$ cat src/sv/rppc_pkg.sv
`default_nettype none
package rppc_pkg;

	// Fixed field widths
	localparam int ENC_BITS   = 14;
	localparam int POS_W      = ENC_BITS + 1;
	localparam int INTEG_W    = 18;
	localparam int DERIV_W    = ENC_BITS + 2;
	localparam int RATE_W     = 12;
	localparam int PERIOD_W   = 20;
	localparam int STEPS_W    = 32;
	localparam int MUL_A_W    = 17;
	localparam int MUL_B_W    = 19;
	localparam int PROD_W     = MUL_A_W + MUL_B_W;
	localparam int ACC_W      = 40;
	localparam int DIV_DVD_W  = 20;
	localparam int S_TDATA_W  = 32;
	localparam int M_TDATA_W  = 104;
	localparam int CFG_IDX_W  = 3;
	localparam int CFG_DATA_W = 16;

	localparam int AVG_DEPTH_DEFAULT = 4;

	localparam logic [PERIOD_W-1:0] ONE_MILLION = 20'd1000000;

	// Op codes on s_tuser
	typedef enum logic [2:0] {
		OP_SAMPLE = 3'd0,
		OP_START  = 3'd1,
		OP_STOP   = 3'd2,
		OP_ZERO   = 3'd3,
		OP_TICK   = 3'd4
	} op_t;

	// Run modes
	typedef enum logic [1:0] {
		MODE_IDLE   = 2'd0,
		MODE_MOVING = 2'd1,
		MODE_SETTLE = 2'd2,
		MODE_DONE   = 2'd3
	} mode_t;

	// Register indexes
	localparam logic [CFG_IDX_W-1:0] REG_GAIN_PROP  = 3'd0;
	localparam logic [CFG_IDX_W-1:0] REG_GAIN_INTEG = 3'd1;
	localparam logic [CFG_IDX_W-1:0] REG_GAIN_DERIV = 3'd2;
	localparam logic [CFG_IDX_W-1:0] REG_INTEG_LIM  = 3'd3;
	localparam logic [CFG_IDX_W-1:0] REG_RATE_MAX   = 3'd4;
	localparam logic [CFG_IDX_W-1:0] REG_RATE_MIN   = 3'd5;
	localparam logic [CFG_IDX_W-1:0] REG_TOLERANCE  = 3'd6;
	localparam logic [CFG_IDX_W-1:0] REG_SETTLE     = 3'd7;

	// PID term selector for the shared multiplier
	typedef enum logic [1:0] {
		MUL_P = 2'd0,
		MUL_I = 2'd1,
		MUL_D = 2'd2
	} mul_sel_t;

	// Sequencer states
	typedef enum logic [3:0] {
		S_IDLE,
		S_SUM,
		S_AVG,
		S_DECIDE,
		S_MUL_P,
		S_MUL_I,
		S_MUL_D,
		S_MUL_ACC,
		S_CLAMP,
		S_DIVP_GO,
		S_DIVP_WAIT,
		S_OUT
	} ctrl_state_t;

	typedef struct packed {
		logic     accept;
		logic     sum_en;
		logic     div_start;
		logic     avg_load;
		logic     decide;
		mul_sel_t mul_sel;
		logic     mul_en;
		logic     acc_add;
		logic     clamp;
		logic     per_load;
		logic     out_load;
	} cmd_t;

	typedef struct packed {
		logic is_sample;
		logic sum_last;
		logic div_done;
		logic need_pid;
	} sts_t;

endpackage
`default_nettype wire

$ cat src/sv/rppc_divider.sv
`default_nettype none
// Restoring divider, one quotient bit per cycle
module rppc_divider #(
	parameter int DVD_W = 20,
	parameter int DVS_W = 12
) (
	input  wire logic             clk,
	input  wire logic             arst_n,
	input  wire logic             start,
	input  wire logic [DVD_W-1:0] dividend,
	input  wire logic [DVS_W-1:0] divisor,
	output logic                  done,
	output logic      [DVD_W-1:0] quotient
);

	localparam int CNT_W = $clog2(DVD_W + 1);

	logic [DVD_W-1:0] quo_q;
	logic [DVS_W-1:0] rem_q;
	logic [DVS_W-1:0] dvs_q;
	logic [CNT_W-1:0] cnt_q;
	logic             busy_q;
	logic             done_q;
	logic [DVS_W:0]   rem_sh;
	logic [DVS_W:0]   diff;
	logic             ge;

	// Trial subtract
	always_comb begin
		rem_sh = {rem_q, quo_q[DVD_W-1]};
		diff   = rem_sh - {1'b0, dvs_q};
		ge     = rem_sh >= {1'b0, dvs_q};
	end

	always_ff @(posedge clk or negedge arst_n) begin
		if (!arst_n) begin
			busy_q <= 1'b0;
			done_q <= 1'b0;
			cnt_q  <= '0;
			quo_q  <= '0;
			rem_q  <= '0;
			dvs_q  <= '0;
		end else if (start) begin
			quo_q  <= dividend;
			rem_q  <= '0;
			dvs_q  <= divisor;
			cnt_q  <= CNT_W'(DVD_W);
			busy_q <= 1'b1;
			done_q <= 1'b0;
		end else if (busy_q) begin
			quo_q <= {quo_q[DVD_W-2:0], ge};
			rem_q <= ge ? diff[DVS_W-1:0] : rem_sh[DVS_W-1:0];
			cnt_q <= cnt_q - CNT_W'(1);
			if (cnt_q == CNT_W'(1)) begin
				busy_q <= 1'b0;
				done_q <= 1'b1;
			end
		end else begin
			done_q <= 1'b0;
		end
	end

	assign done     = done_q;
	assign quotient = quo_q;

endmodule
`default_nettype wire

$ cat src/sv/rppc_datapath.sv
`default_nettype none
module rppc_datapath #(
	parameter int AVG_DEPTH = rppc_pkg::AVG_DEPTH_DEFAULT
) (
	input  wire logic                                clk,
	input  wire logic                                arst_n,
	input  wire logic                                cfg_we,
	input  wire logic [rppc_pkg::CFG_IDX_W-1:0]      cfg_index,
	input  wire logic [rppc_pkg::CFG_DATA_W-1:0]     cfg_data,
	input  wire logic [2:0]                          in_op,
	input  wire logic [rppc_pkg::ENC_BITS-1:0]       in_raw,
	input  wire logic [rppc_pkg::ENC_BITS-1:0]       in_tgt,
	input  wire rppc_pkg::cmd_t                      cmd,
	output rppc_pkg::sts_t                           sts,
	output logic      [rppc_pkg::M_TDATA_W-1:0]      res_data
);

	localparam int EB    = rppc_pkg::ENC_BITS;
	localparam int IDX_W = $clog2(AVG_DEPTH);
	localparam int SUM_W = EB + IDX_W;
	localparam int DW    = rppc_pkg::DIV_DVD_W;
	localparam int RW    = rppc_pkg::RATE_W;
	localparam int AW    = rppc_pkg::ACC_W;
	localparam int D_W   = EB + 3;
	localparam logic signed [D_W-1:0] HALF = D_W'(1 << (EB - 1));
	localparam logic signed [D_W-1:0] FULL = D_W'(1 << EB);
	// Average by reciprocal multiplication, exact over the whole sum range
	localparam int RCP_K = SUM_W + IDX_W + 1;
	localparam logic [RCP_K-1:0] RCP_M =
		RCP_K'(((64'd1 << RCP_K) + 64'(AVG_DEPTH) - 64'd1) / 64'(AVG_DEPTH));

	// Configuration registers
	logic [15:0]   gain_prop_q, gain_integ_q, gain_deriv_q, integ_lim_q, settle_ticks_q;
	logic [RW-1:0] rate_max_q, rate_min_q;
	logic [9:0]    tol_q;

	// Controller state
	logic [EB-1:0]    hist_q [AVG_DEPTH];
	logic [IDX_W-1:0] slot_q, idx_q;
	logic [SUM_W-1:0] sum_q;
	logic [EB-1:0]    avg_q, zero_q, target_q;
	logic signed [rppc_pkg::INTEG_W-1:0] integ_q;
	logic signed [rppc_pkg::POS_W-1:0]   last_err_q;
	logic signed [rppc_pkg::DERIV_W-1:0] deriv_q;
	rppc_pkg::mode_t  mode_q;
	logic [15:0]      settle_cnt_q;
	logic [rppc_pkg::STEPS_W-1:0]  steps_q;
	logic             enable_q;
	logic signed [rppc_pkg::PROD_W-1:0] prod_s1;
	logic signed [AW-1:0]          acc_q;
	logic             cw_q, pulse_q;
	logic [RW-1:0]    rate_q;
	logic [rppc_pkg::PERIOD_W-1:0] period_q;
	logic [rppc_pkg::M_TDATA_W-1:0] res_q;

	// Combinational terms
	logic [SUM_W+RCP_K-1:0]           avg_prod;
	logic signed [rppc_pkg::POS_W-1:0] pos;
	logic signed [D_W-1:0]            dif, dif_w;
	logic signed [rppc_pkg::POS_W-1:0] err;
	logic [EB-1:0]                    err_abs;
	logic                             err_small;
	logic signed [rppc_pkg::INTEG_W:0] integ_sum, lim_s, integ_new;
	logic signed [rppc_pkg::MUL_A_W-1:0] mul_a;
	logic signed [rppc_pkg::MUL_B_W-1:0] mul_b;
	logic signed [AW-1:0]             omax, acc_c, mag, rmin_sh;
	logic                             dead;
	logic [RW-1:0]                    rate_raw, rmin, rate_fin;
	logic                             div_done;
	logic [DW-1:0]                    div_quo;

	// History sum divided by the depth
	assign avg_prod = sum_q * RCP_M;

	// Position and wrapped error from the current state
	always_comb begin
		pos = $signed({1'b0, avg_q}) - $signed({1'b0, zero_q});
		dif = $signed({3'b000, target_q}) - $signed({{2{pos[rppc_pkg::POS_W-1]}}, pos});
		if (dif > HALF + FULL) begin
			dif_w = dif - FULL - FULL;
		end else if (dif > HALF) begin
			dif_w = dif - FULL;
		end else if (dif < -HALF) begin
			dif_w = dif + FULL;
		end else begin
			dif_w = dif;
		end
		err       = dif_w[rppc_pkg::POS_W-1:0];
		err_abs   = err[rppc_pkg::POS_W-1] ? EB'(-err) : EB'(err);
		err_small = {{(EB-10){1'b0}}, tol_q} > err_abs;
	end

	// Integral update with symmetric clamp
	always_comb begin
		integ_sum = {integ_q[rppc_pkg::INTEG_W-1], integ_q}
			+ {{(rppc_pkg::INTEG_W+1-rppc_pkg::POS_W){err[rppc_pkg::POS_W-1]}}, err};
		lim_s = $signed({3'b000, integ_lim_q});
		if (integ_sum > lim_s) begin
			integ_new = lim_s;
		end else if (integ_sum < -lim_s) begin
			integ_new = -lim_s;
		end else begin
			integ_new = integ_sum;
		end
	end

	// Shared multiplier operands
	always_comb begin
		unique case (cmd.mul_sel)
			rppc_pkg::MUL_I: begin
				mul_a = $signed({1'b0, gain_integ_q});
				mul_b = {integ_q[rppc_pkg::INTEG_W-1], integ_q};
			end
			rppc_pkg::MUL_D: begin
				mul_a = $signed({1'b0, gain_deriv_q});
				mul_b = {{(rppc_pkg::MUL_B_W-rppc_pkg::DERIV_W){deriv_q[rppc_pkg::DERIV_W-1]}},
					deriv_q};
			end
			default: begin
				mul_a = $signed({1'b0, gain_prop_q});
				mul_b = {{(rppc_pkg::MUL_B_W-rppc_pkg::POS_W){err[rppc_pkg::POS_W-1]}}, err};
			end
		endcase
	end

	// Output clamp, deadband and rate floor
	always_comb begin
		omax    = $signed({12'b0, rate_max_q, 16'b0});
		rmin_sh = $signed({12'b0, rate_min_q, 16'b0});
		if (acc_q > omax) begin
			acc_c = omax;
		end else if (acc_q < -omax) begin
			acc_c = -omax;
		end else begin
			acc_c = acc_q;
		end
		mag      = (acc_c < 0) ? -acc_c : acc_c;
		dead     = (mag < rmin_sh) && err_small;
		rate_raw = dead ? '0 : mag[16 +: RW];
		rmin     = (rate_min_q == '0) ? RW'(1) : rate_min_q;
		rate_fin = (rate_raw < rmin) ? rmin : rate_raw;
	end

	// Pulse period divider
	rppc_divider #(
		.DVD_W (DW),
		.DVS_W (RW)
	) u_div (
		.clk      (clk),
		.arst_n   (arst_n),
		.start    (cmd.div_start),
		.dividend (rppc_pkg::ONE_MILLION),
		.divisor  (rate_q),
		.done     (div_done),
		.quotient (div_quo)
	);

	// Configuration writes
	always_ff @(posedge clk or negedge arst_n) begin
		if (!arst_n) begin
			gain_prop_q    <= 16'd3600;
			gain_integ_q   <= 16'd72;
			gain_deriv_q   <= 16'd1440;
			integ_lim_q    <= 16'd45511;
			rate_max_q     <= 12'd500;
			rate_min_q     <= 12'd10;
			tol_q          <= 10'd5;
			settle_ticks_q <= 16'd200;
		end else if (cfg_we) begin
			unique case (cfg_index)
				rppc_pkg::REG_GAIN_PROP:  gain_prop_q    <= cfg_data;
				rppc_pkg::REG_GAIN_INTEG: gain_integ_q   <= cfg_data;
				rppc_pkg::REG_GAIN_DERIV: gain_deriv_q   <= cfg_data;
				rppc_pkg::REG_INTEG_LIM:  integ_lim_q    <= cfg_data;
				rppc_pkg::REG_RATE_MAX:   rate_max_q     <= cfg_data[RW-1:0];
				rppc_pkg::REG_RATE_MIN:   rate_min_q     <= cfg_data[RW-1:0];
				rppc_pkg::REG_TOLERANCE:  tol_q          <= cfg_data[9:0];
				default:                  settle_ticks_q <= cfg_data;
			endcase
		end
	end

	// Item processing
	always_ff @(posedge clk or negedge arst_n) begin
		if (!arst_n) begin
			for (int i = 0; i < AVG_DEPTH; i++) begin
				hist_q[i] <= '0;
			end
			slot_q       <= '0;
			idx_q        <= '0;
			sum_q        <= '0;
			avg_q        <= '0;
			zero_q       <= '0;
			target_q     <= '0;
			integ_q      <= '0;
			last_err_q   <= '0;
			deriv_q      <= '0;
			mode_q       <= rppc_pkg::MODE_IDLE;
			settle_cnt_q <= '0;
			steps_q      <= '0;
			enable_q     <= 1'b1;
			prod_s1      <= '0;
			acc_q        <= '0;
			cw_q         <= 1'b0;
			pulse_q      <= 1'b0;
			rate_q       <= '0;
			period_q     <= '0;
		end else begin
			if (cmd.accept) begin
				cw_q     <= 1'b0;
				pulse_q  <= 1'b0;
				rate_q   <= '0;
				period_q <= '0;
				unique case (in_op)
					rppc_pkg::OP_SAMPLE: begin
						hist_q[slot_q] <= in_raw;
						slot_q <= (slot_q == IDX_W'(AVG_DEPTH - 1)) ? '0 : slot_q + IDX_W'(1);
						sum_q  <= '0;
						idx_q  <= '0;
					end
					rppc_pkg::OP_START: begin
						target_q   <= in_tgt;
						mode_q     <= rppc_pkg::MODE_MOVING;
						integ_q    <= '0;
						last_err_q <= '0;
						steps_q    <= '0;
						enable_q   <= 1'b1;
					end
					rppc_pkg::OP_STOP: begin
						mode_q   <= rppc_pkg::MODE_IDLE;
						enable_q <= 1'b0;
					end
					rppc_pkg::OP_ZERO: begin
						zero_q <= in_raw;
					end
					rppc_pkg::OP_TICK: begin
						if (mode_q == rppc_pkg::MODE_SETTLE && settle_cnt_q != 16'hFFFF) begin
							settle_cnt_q <= settle_cnt_q + 16'd1;
						end
					end
					default: begin
					end
				endcase
			end
			// History sum, one entry a cycle
			if (cmd.sum_en) begin
				sum_q <= sum_q + SUM_W'(hist_q[idx_q]);
				idx_q <= idx_q + IDX_W'(1);
			end
			if (cmd.avg_load) begin
				avg_q <= avg_prod[RCP_K +: EB];
			end
			// Mode transitions on a sample
			if (cmd.decide) begin
				acc_q <= '0;
				priority case (mode_q)
					rppc_pkg::MODE_MOVING: begin
						if (err_small) begin
							mode_q       <= rppc_pkg::MODE_SETTLE;
							settle_cnt_q <= '0;
						end else begin
							integ_q    <= integ_new[rppc_pkg::INTEG_W-1:0];
							deriv_q    <= {err[rppc_pkg::POS_W-1], err}
								- {last_err_q[rppc_pkg::POS_W-1], last_err_q};
							last_err_q <= err;
						end
					end
					rppc_pkg::MODE_SETTLE: begin
						if (settle_cnt_q >= settle_ticks_q) begin
							if (err_small) begin
								mode_q <= rppc_pkg::MODE_DONE;
							end else begin
								mode_q  <= rppc_pkg::MODE_MOVING;
								integ_q <= '0;
							end
						end
					end
					default: begin
					end
				endcase
			end
			if (cmd.mul_en) begin
				prod_s1 <= mul_a * mul_b;
			end
			if (cmd.acc_add) begin
				acc_q <= acc_q + AW'(prod_s1);
			end
			if (cmd.clamp) begin
				rate_q <= rate_fin;
				cw_q   <= !dead && (acc_c > 0);
			end
			if (cmd.per_load) begin
				period_q <= div_quo;
				pulse_q  <= 1'b1;
				steps_q  <= steps_q + 32'd1;
			end
		end
	end

	// Result register
	always_ff @(posedge clk) begin
		if (cmd.out_load) begin
			res_q <= {4'b0000, (mode_q == rppc_pkg::MODE_DONE), err, pos, steps_q, period_q,
				rate_q, pulse_q, cw_q, enable_q, mode_q};
		end
	end

	assign res_data      = res_q;
	assign sts.is_sample = (in_op == rppc_pkg::OP_SAMPLE);
	assign sts.sum_last  = (idx_q == IDX_W'(AVG_DEPTH - 1));
	assign sts.div_done  = div_done;
	assign sts.need_pid  = (mode_q == rppc_pkg::MODE_MOVING) && !err_small;

endmodule
`default_nettype wire

$ cat src/sv/rppc_ctrl.sv
`default_nettype none
module rppc_ctrl (
	input  wire logic           clk,
	input  wire logic           arst_n,
	input  wire logic           s_tvalid,
	output logic                s_tready,
	output logic                m_tvalid,
	input  wire logic           m_tready,
	input  wire rppc_pkg::sts_t sts,
	output rppc_pkg::cmd_t      cmd
);

	rppc_pkg::ctrl_state_t state_q, state_d;
	logic                  m_tvalid_q;
	logic                  out_free;

	assign out_free = !m_tvalid_q || m_tready;

	// Next state
	always_comb begin
		state_d = state_q;
		unique case (state_q)
			rppc_pkg::S_IDLE: begin
				if (s_tvalid) begin
					state_d = sts.is_sample ? rppc_pkg::S_SUM : rppc_pkg::S_OUT;
				end
			end
			rppc_pkg::S_SUM: begin
				if (sts.sum_last) begin
					state_d = rppc_pkg::S_AVG;
				end
			end
			rppc_pkg::S_AVG:     state_d = rppc_pkg::S_DECIDE;
			rppc_pkg::S_DECIDE: begin
				state_d = sts.need_pid ? rppc_pkg::S_MUL_P : rppc_pkg::S_OUT;
			end
			rppc_pkg::S_MUL_P:   state_d = rppc_pkg::S_MUL_I;
			rppc_pkg::S_MUL_I:   state_d = rppc_pkg::S_MUL_D;
			rppc_pkg::S_MUL_D:   state_d = rppc_pkg::S_MUL_ACC;
			rppc_pkg::S_MUL_ACC: state_d = rppc_pkg::S_CLAMP;
			rppc_pkg::S_CLAMP:   state_d = rppc_pkg::S_DIVP_GO;
			rppc_pkg::S_DIVP_GO: state_d = rppc_pkg::S_DIVP_WAIT;
			rppc_pkg::S_DIVP_WAIT: begin
				if (sts.div_done) begin
					state_d = rppc_pkg::S_OUT;
				end
			end
			rppc_pkg::S_OUT: begin
				if (out_free) begin
					state_d = rppc_pkg::S_IDLE;
				end
			end
			default: state_d = rppc_pkg::S_IDLE;
		endcase
	end

	// Commands
	always_comb begin
		cmd         = '0;
		cmd.mul_sel = rppc_pkg::MUL_P;
		s_tready    = 1'b0;
		unique case (state_q)
			rppc_pkg::S_IDLE: begin
				s_tready   = 1'b1;
				cmd.accept = s_tvalid;
			end
			rppc_pkg::S_SUM:    cmd.sum_en = 1'b1;
			rppc_pkg::S_AVG:    cmd.avg_load = 1'b1;
			rppc_pkg::S_DECIDE: cmd.decide = 1'b1;
			rppc_pkg::S_MUL_P: begin
				cmd.mul_en = 1'b1;
			end
			rppc_pkg::S_MUL_I: begin
				cmd.mul_en  = 1'b1;
				cmd.mul_sel = rppc_pkg::MUL_I;
				cmd.acc_add = 1'b1;
			end
			rppc_pkg::S_MUL_D: begin
				cmd.mul_en  = 1'b1;
				cmd.mul_sel = rppc_pkg::MUL_D;
				cmd.acc_add = 1'b1;
			end
			rppc_pkg::S_MUL_ACC:   cmd.acc_add = 1'b1;
			rppc_pkg::S_CLAMP:     cmd.clamp = 1'b1;
			rppc_pkg::S_DIVP_GO:   cmd.div_start = 1'b1;
			rppc_pkg::S_DIVP_WAIT: cmd.per_load = sts.div_done;
			rppc_pkg::S_OUT:       cmd.out_load = out_free;
			default: begin
			end
		endcase
	end

	always_ff @(posedge clk or negedge arst_n) begin
		if (!arst_n) begin
			state_q    <= rppc_pkg::S_IDLE;
			m_tvalid_q <= 1'b0;
		end else begin
			state_q <= state_d;
			if (cmd.out_load) begin
				m_tvalid_q <= 1'b1;
			end else if (m_tready) begin
				m_tvalid_q <= 1'b0;
			end
		end
	end

	assign m_tvalid = m_tvalid_q;

	// The result register is never overwritten while it holds an untaken result
	a_out_free: assert property (@(posedge clk) disable iff (!arst_n)
		cmd.out_load |-> (!m_tvalid_q || m_tready))
		else $error("result overwritten");

	// An accepted transaction always leaves the idle state
	a_accept_busy: assert property (@(posedge clk) disable iff (!arst_n)
		(s_tvalid && s_tready) |=> (state_q != rppc_pkg::S_IDLE))
		else $error("accept did not start work");

	// The divider never reports done right after its start
	a_div_wait: assert property (@(posedge clk) disable iff (!arst_n)
		cmd.div_start |=> !sts.div_done)
		else $error("divider done too early");

endmodule
`default_nettype wire

$ cat src/sv/rotary_position_pid_controller.sv
`default_nettype none
// Channel  Signals                          Transaction
// s        s_tvalid s_tready s_tdata s_tuser  one command item
// m        m_tvalid m_tready m_tdata          one status result per item
// cfg      cfg_valid cfg_ready cfg_index cfg_data  one register write
//
// Stop, start, set zero, tick and unused codes go from acceptance straight to
// the output state, which loads the result register; s_tready then returns.
// A sample runs the history sum, one entry per cycle, then the average and the
// mode decision; for a step it also runs the P, I and D products, the
// accumulate, the clamp and the pulse period divider before the output state.
// arst_n clears all but m_tdata to power-up values with the motor enabled.
// The next item is taken while a result waits; a stalled m side holds the
// sequencer before the result register only.
module rotary_position_pid_controller #(
	parameter int AVG_DEPTH = rppc_pkg::AVG_DEPTH_DEFAULT
) (
	input  wire logic                               clk,
	input  wire logic                               arst_n,
	input  wire logic                               s_tvalid,
	output logic                                    s_tready,
	// encoder_raw[13:0], target_position[27:14]
	input  wire logic [rppc_pkg::S_TDATA_W-1:0]     s_tdata,
	// op[2:0]
	input  wire logic [2:0]                         s_tuser,
	output logic                                    m_tvalid,
	input  wire logic                               m_tready,
	// run_state[1:0], motor_enable[2], direction_cw[3], step_pulse[4],
	// step_rate_hz[16:5], pulse_period_us[36:17], steps_taken[68:37],
	// filtered_position[83:69], position_error[98:84], in_position[99]
	output logic      [rppc_pkg::M_TDATA_W-1:0]     m_tdata,
	input  wire logic                               cfg_valid,
	output logic                                    cfg_ready,
	input  wire logic [rppc_pkg::CFG_IDX_W-1:0]     cfg_index,
	input  wire logic [rppc_pkg::CFG_DATA_W-1:0]    cfg_data
);

	rppc_pkg::cmd_t cmd;
	rppc_pkg::sts_t sts;

	assign cfg_ready = 1'b1;

	rppc_ctrl u_ctrl (
		.clk      (clk),
		.arst_n   (arst_n),
		.s_tvalid (s_tvalid),
		.s_tready (s_tready),
		.m_tvalid (m_tvalid),
		.m_tready (m_tready),
		.sts      (sts),
		.cmd      (cmd)
	);

	rppc_datapath #(
		.AVG_DEPTH (AVG_DEPTH)
	) u_dp (
		.clk       (clk),
		.arst_n    (arst_n),
		.cfg_we    (cfg_valid),
		.cfg_index (cfg_index),
		.cfg_data  (cfg_data),
		.in_op     (s_tuser),
		.in_raw    (s_tdata[13:0]),
		.in_tgt    (s_tdata[27:14]),
		.cmd       (cmd),
		.sts       (sts),
		.res_data  (m_tdata)
	);

endmodule
`default_nettype wire
$ cat config.mk
export PLATFORM = sky130hd
export DESIGN_NAME = rotary_position_pid_controller
export DESIGN_NICKNAME = d
export VERILOG_FILES = /design/src/sv/rppc_pkg.sv /design/src/sv/rppc_divider.sv /design/src/sv/rppc_datapath.sv /design/src/sv/rppc_ctrl.sv /design/src/sv/rotary_position_pid_controller.sv
export SDC_FILE = /design/constraint.sdc
export NUM_CORES = 2
export LEC_CHECK = 0
export BUFFER_PORTS_ARGS = -buffer_cell sky130_fd_sc_hd__buf_2
export CAP_MARGIN = 10
export CORE_ASPECT_RATIO = 1.5
export CORE_MARGIN = 2
export CORE_UTILIZATION = 67
export DETAILED_ROUTE_END_ITERATION = 7
export PLACE_DENSITY = 0.85
export SYNTH_ARGS = -nofsm -noshare
export SYNTH_HDL_FRONTEND = slang
export SYNTH_HIERARCHICAL = 1
export SYNTH_SLANG_ARGS = --single-unit
$ cat constraint.sdc
create_clock -name clk -period 29 [get_ports clk]
set_input_delay 8.7 -clock clk [delete_from_list [all_inputs] [get_ports clk]]
set_output_delay 8.7 -clock clk [all_outputs]
set_load 0.03 [all_outputs]
== Word-level counts from Yosys, hierarchy flattened ==
Cells that the tools add are included.

* Bitwise gates (word level): 4
* Magnitude comparators: 17
* Multipliers: 1
* Equality and inequality tests: 35
* Mux-type cells: 99
* Reduce and logical (&&, ||, !) cells: 41
* Add/subtract/negate cells: 19

{| class="wikitable"
|+ Operator list
! kind !! count
|-
| $mux 40 || 5
|-
| $mux 16 || 9
|-
| $mux 18 || 8
|-
| $mux 15 || 8
|-
| $mux 12 || 8
|-
| $mux 32 || 3
|-
| $mux 20 || 4
|-
| $bwmux 56 || 1
|-
| $mux 14 || 4
|-
| $pmux 4 s12 || 1
|-
| $add 40x36->40 || 1
|-
| $gt 40x1->1 const B || 1
|-
| $gt 40x29->1 || 1
|-
| $lt 40x1->1 const B || 1
|-
| $lt 40x29->1 || 1
|-
| $lt 40x40->1 || 1
|-
| $neg 28->40 || 1
|-
| $neg 40->40 || 1
|-
| $pmux 19 s2 || 1
|-
| $mul 17x19->36 || 1
|-
| $pmux 18 s2 || 1
|-
| $add 32x1->32 const B || 1
|-
| $pmux 16 s2 || 1
|-
| $sub 15x15->16 || 2
|-
| other kinds (58) || 150
|}

* Flip-flop bits (word level): 598
* Output and inout bits: 107
* Logic and storage cells: 256
* Input port bits: 59

== Longest topological paths before layout ==
* Depth in word-level cells: 14
* Mapped depth: 54
* Depth with buffers taken out: 51

== Hierarchy ==
Netlist, hierarchy kept.

{| class="wikitable"
|+ By module, submodules not included
! module !! seq. area each (um2) !! area an instance (um2) !! instances !! cells each
|-
| rppc_datapath || 14,104.8 || 42,758.5 || 1 || 4,365
|-
| rppc_divider || 1,276.2 || 2,940.3 || 1 || 306
|-
| rppc_ctrl || 125.1 || 440.4 || 1 || 59
|-
| rotary_position_pid_controller || 0.0 || 11.3 || 1 || 2
|}

== Worst setup path before layout ==
OpenSTA, ideal clock, no wires.

* Path kind: input to register
* Start point: in m_tready
* End point: reg u_dp.res_q, in the netlist u_dp/res_data[0], enable pin
* Stages: 2
* Data arrival time: 13.265 ns
* Path slack: 15.165 ns
* Library setup time: 0.570 ns
* Path through: nand2b_1 > nor2b_1

{| class="wikitable"
|+ RTL lines
! what !! RTL line !! text
|-
| start, declared || rotary_position_pid_controller.sv:27 || <nowiki>input wire logic m_tready,</nowiki>
|-
| end signal, assigned || rppc_datapath.sv:303 || <nowiki>res_q <= {4'b0000, (mode_q == rppc_pkg::MODE_DONE), err, pos, steps_q, period_q,</nowiki>
|-
| end, declared || rppc_datapath.sv:54 || <nowiki>logic [rppc_pkg::M_TDATA_W-1:0] res_q;</nowiki>
|}

== Worst setup path after layout ==
* Start point: reg u_dp.avg_q[0]
* End point: reg u_dp/prod_s1[33] (netlist name)

* Word-level cells in the longest chain between the ends: 8
* Elaborated cells between the ends (all ways): 13

{| class="wikitable"
|+ Ends and longest elaborated chain
! what !! RTL line !! text
|-
| start, declared || rppc_datapath.sv:41 || <nowiki>logic [EB-1:0] avg_q, zero_q, target_q;</nowiki>
|-
| start signal, assigned || rppc_datapath.sv:251 || <nowiki>avg_q <= avg_prod[RCP_K +: EB];</nowiki>
|-
| $sub 14x14->15 (*) || rppc_datapath.sv:77 || <nowiki>pos = $signed({1'b0, avg_q}) - $signed({1'b0, zero_q});</nowiki>
|-
| via u_dp.pos (one bit) || rppc_datapath.sv:58 || <nowiki>logic signed [rppc_pkg::POS_W-1:0] pos;</nowiki>
|-
| $sub 15x15->16 (*) || rppc_datapath.sv:78 || <nowiki>dif = $signed({3'b000, target_q}) - $signed({{2{pos[rppc_pkg::POS_W-1]}}, pos});</nowiki>
|-
| via u_dp.dif[9] || rppc_datapath.sv:59 || <nowiki>logic signed [D_W-1:0] dif, dif_w;</nowiki>
|-
| parallel branches: the longest is 3 deep, another holds $sub 15x15->15 || - ||
|-
| $mux 15 (*) || rppc_datapath.sv:79 || <nowiki>if (dif > HALF + FULL) begin</nowiki>
|-
| $pmux 19 s2 (*) || rppc_datapath.sv:109 || <nowiki>unique case (cmd.mul_sel)</nowiki>
|-
| $mul 17x19->36 (*) || rppc_datapath.sv:283 || <nowiki>prod_s1 <= mul_a * mul_b;</nowiki>
|-
| end signal, assigned || rppc_datapath.sv:283 ||
|-
| end, declared || rppc_datapath.sv:49 || <nowiki>logic signed [rppc_pkg::PROD_W-1:0] prod_s1;</nowiki>
|}

Mark *: on every way through the listed nets, which the timed path passes.
A chain may end at the register's enable or synchronous reset.

==> metrics.csv <==
stage,metric,value,unit
synth,syn-instance-count,4732,
clock_network,cts.sinks,598,
cells_and_area,seqCellArea,0.0155,mm2
global_routing,gr-total-overflow,0,
routing,wl_met1,43.1,mm
worst_setup_path,crit_buf_inv,8,
clock_network,hold_buffers,0,
floorplanning,rows,117,
worst_setup_path,critPathCaptureType,flip-flop,
routing,drt_iter0_drc,2724,
routing,drt-total-wl,120,mm
sta,fin_crit,12.41,ns
placement,post-place-ws,16.97,ns
routing,avgViaCountPerCell,6.30,
run_status,status,finished clean,
routing,ant_nets,0,
clock_network,cts_tree,built,
clock_network,cts_post_setup_buffers_inserted,0,
cells_and_area,final_cell_mix,"inv_1, dfrtp_1, nand2_1, ha_1, nor2_1",
global_routing,grt_max_degree,96,
floorplanning,fp.dieArea,0.0710,mm2
floorplanning,initial_core_util,67.8,%
synth,synth_flop_cell,dfrtp_1,
clock_network,clockBufferDepth,3,
routing,dr.max_layer_used,met5,
floorplanning,die_h,325,um
clock_network,cts_resized,0,
sta,max_freq,0.0806,GHz
worst_setup_path,r2r_cells,43,
sta,max_slew_margin,20.9,%
hold_path,min-delay-start,u_dp/period_q[1],
sta,rsz0062_at_grt,false,
global_routing,grt_usage,34.1,%
sta,setup_viol,0,
cells_and_area,fin_cells,5799,
synth,synth_warnings,6,
worst_setup_path,required,29.49,ns
hold_path,hold_path.class,reg2reg,
routing,dr_total_vias,36510,
routing,wire_per_inst,20.6,um
sta,maxSlewViolCount,0,
cells_and_area,nNetsFinal,5556,
cells_and_area,drive_gt1_share,13.0,%
clock_network,path_clk_slew,0.07,ns
cells_and_area,fillers,4664,
routing,dr.pass1.iters,6,
sta,clock_skew,0.0683,ns
worst_setup_path,cp_top_family,adder cells,
floorplanning,pin_count,166,
hold_path,hold_depth,0,
worst_setup_path,max_stage_delay,0.63,ns
routing,route.met3.wl,7.25,mm
clock_network,cts_made_buffers,57,
cells_and_area,final_common_cell,inv_1,
worst_setup_path,r2r_start,u_dp/avg_q[0],
sta,setup_tns,0,ns
synth,synth_edf_count,100,
worst_setup_path,cp_slowest_cell,o41ai_1,
worst_setup_path,worst_setup_path_start_kind,flip-flop,
placement,routabilityCongestion,0.938,
sta,fin_ws,16.59,ns
worst_setup_path,path_max_fanout,13,
placement,dp_hpwl,88.9,mm
worst_setup_path,critPathKind,reg2reg,
global_routing,grt_pass1_wl,192,mm
synth,netlist_area,0.0462,mm2
synth,synth-seq-cells,598,
global_routing,first_global_vias,37600,
sta,fin_crit_sh,42.8,%
routing,dr_wl_met2,60.3,mm
clock_network,clock_latency,0.67,ns
worst_setup_path,arrival,12.90,ns
clock_network,cts-root-buf,clkbuf_16,
synth,synthDistinctLibCells,104,
synth,async_reset_ff_share,83.3,%
routing,post-route-drc-count,0,
placement,port_buffers,156,
sta,worst_slew_pin_slew,1.18,ns
synth,syn_area_per_cell,9.75,um2
floorplanning,coreArea,0.0681,mm2
sta,hold_violations,0,
hold_path,hold_end,u_dp/res_data[18],
global_routing,antenna_found_initial,3,
synth,seq_area_frac_synth,33.6,%
floorplanning,die_w,218,um
cells_and_area,syn2layout_area_growth,8.28,%
clock_network,htree_levels,2,
worst_setup_path,crit_cells,43,
worst_setup_path,worstReg2RegEnd,u_dp/prod_s1[33],
flow_run,cap_violations,0,
placement,dp.cells,5689,
cells_and_area,multiInputGateArea,0.0277,mm2
worst_setup_path,rrSetupSlack,16.59,ns
cells in the mapped netlist, types with 32 or more instances:
master    number  area share [%]
inv_1        633             5.1
dfrtp_1      465              25
nand2_1      463             3.8
ha_1         346             9.4
nor2_1       329             2.7
fa_1         294              13
o21ai_0      255             2.8
mux2_2       230             5.6
a21oi_1      164             1.8
xnor2_1      151             2.9
clkbuf_1     117            0.95
edfxtp_1     100             6.5
nand3_1       79            0.86
a21o_1        70             1.1
nor3_1        61            0.66
xor2_1        56             1.1
mux2i_1       52             1.1
o21a_1        51            0.83
nor2b_1       49            0.66
nand2b_1      48            0.65
o211ai_1      41            0.67
nand4_1       38            0.52
and2_1        37            0.50
a22o_1        34            0.65
dfstp_2       33             1.9
and3_1        32            0.43
stage by stage:
stage | instance area [um2] | hold WS [ns] | utilization (%)
after global placement | 47900 | 0.440 | 70.4
after detailed placement | 47900 | 0.435 | 70.4
after CTS | 50000 | 0.453 | 73.4
final | 50000 | 0.456 | 73.4
after floorplan | 46200 | 0.425 | -
after global routing | 50000 | 0.457 | 73.4
how the worst max path moves through the flow:
stage / from / endpoint / slack (ns)
global placement: u_dp/avg_q[0] / u_dp/prod_s1[33] / 17.15
CTS: u_dp/avg_q[0] / u_dp/prod_s1[33] / 16.82
global route: u_dp/avg_q[0] / u_dp/prod_s1[35] / 16.05
detailed placement: u_dp/avg_q[0] / u_dp/prod_s1[33] / 16.97
finish: u_dp/avg_q[0] / u_dp/prod_s1[33] / 16.59
floorplan: m_tready / u_dp/res_data[0] / 15.17
state kept, by name, summed over array words and instances, names as in the netlist, 15 cells and up:
signal and count:
u_dp/settle_ticks_q 16, u_dp/period_q 20, u_dp/prod_s1 36, u_dp/gain_integ_q 16, u_dp/gain_prop_q 16, u_dp/res_data 100, u_dp/settle_cnt_q 16, u_dp/deriv_q 16
u_dp/u_div/quotient 20, u_dp/integ_lim_q 16, u_dp/steps_q 32, u_dp/sum_q 16, u_dp/gain_deriv_q 16, u_dp/integ_q 18, u_dp/last_err_q 15, u_dp/acc_q 40
u_dp/hist_q 56
worst register-to-register path, delay by kind of cell (launching register included):
| kind | cells | cell delay [ns] |
|---|---|---|
| AOI/OAI and AO/OA | 15 | 3.68 |
| xor gates and xnor gates | 2 | 0.69 |
| adders and majority gates | 10 | 4.41 |
| buffers and inverters | 8 | 0.94 |
| DFF | 1 | 0.32 |
| muxes | 2 | 0.53 |
| and+or+nand+nor | 6 | 1.66 |
routing by layer:
| metal | track usage [%] | vias up |
|---|---|---|
| met5 | 0 | - |
| met4 | 22.4 | 4 |
| li1 | - | 16378 |
| met2 | 59.5 | 1543 |
| met1 | 38.9 | 18034 |
| met3 | 4.82 | 551 |
kinds of logic (layout without fill, tap and decap cells):
| logic type | after synthesis | in the layout | share of synthesized area [%] |
|---|---|---|---|
| buffers and inverters | 797 | 947 | 6.67 |
| muxes | 296 | 296 | 7.42 |
| AOI/OAI and AO/OA | 941 | 941 | 13.6 |
| adders and majority gates | 648 | 648 | 22.3 |
| DFF | 598 | 598 | 33.6 |
| and+or+nand+nor | 1242 | 1242 | 12.5 |
| xor gates and xnor gates | 207 | 207 | 3.93 |
| other | 3 | 28 | 0.0244 |
cell type report:
type / count / area share (%)
Multi-Input combinational cell: 3359 / 55.5
Tap cell: 892 / 2.23
Sequential cell: 598 / 31.0
Timing Repair Buffer: 208 / 2.36
Clock inverter: 29 / 0.751
Inverter: 633 / 4.75
Antenna cell: 3 / 0.0150
Clock buffer: 77 / 3.36
Power is left out: the tool's default activity adds up to more than one toggle a clock period on the data nets, which glitch-free logic cannot reach.
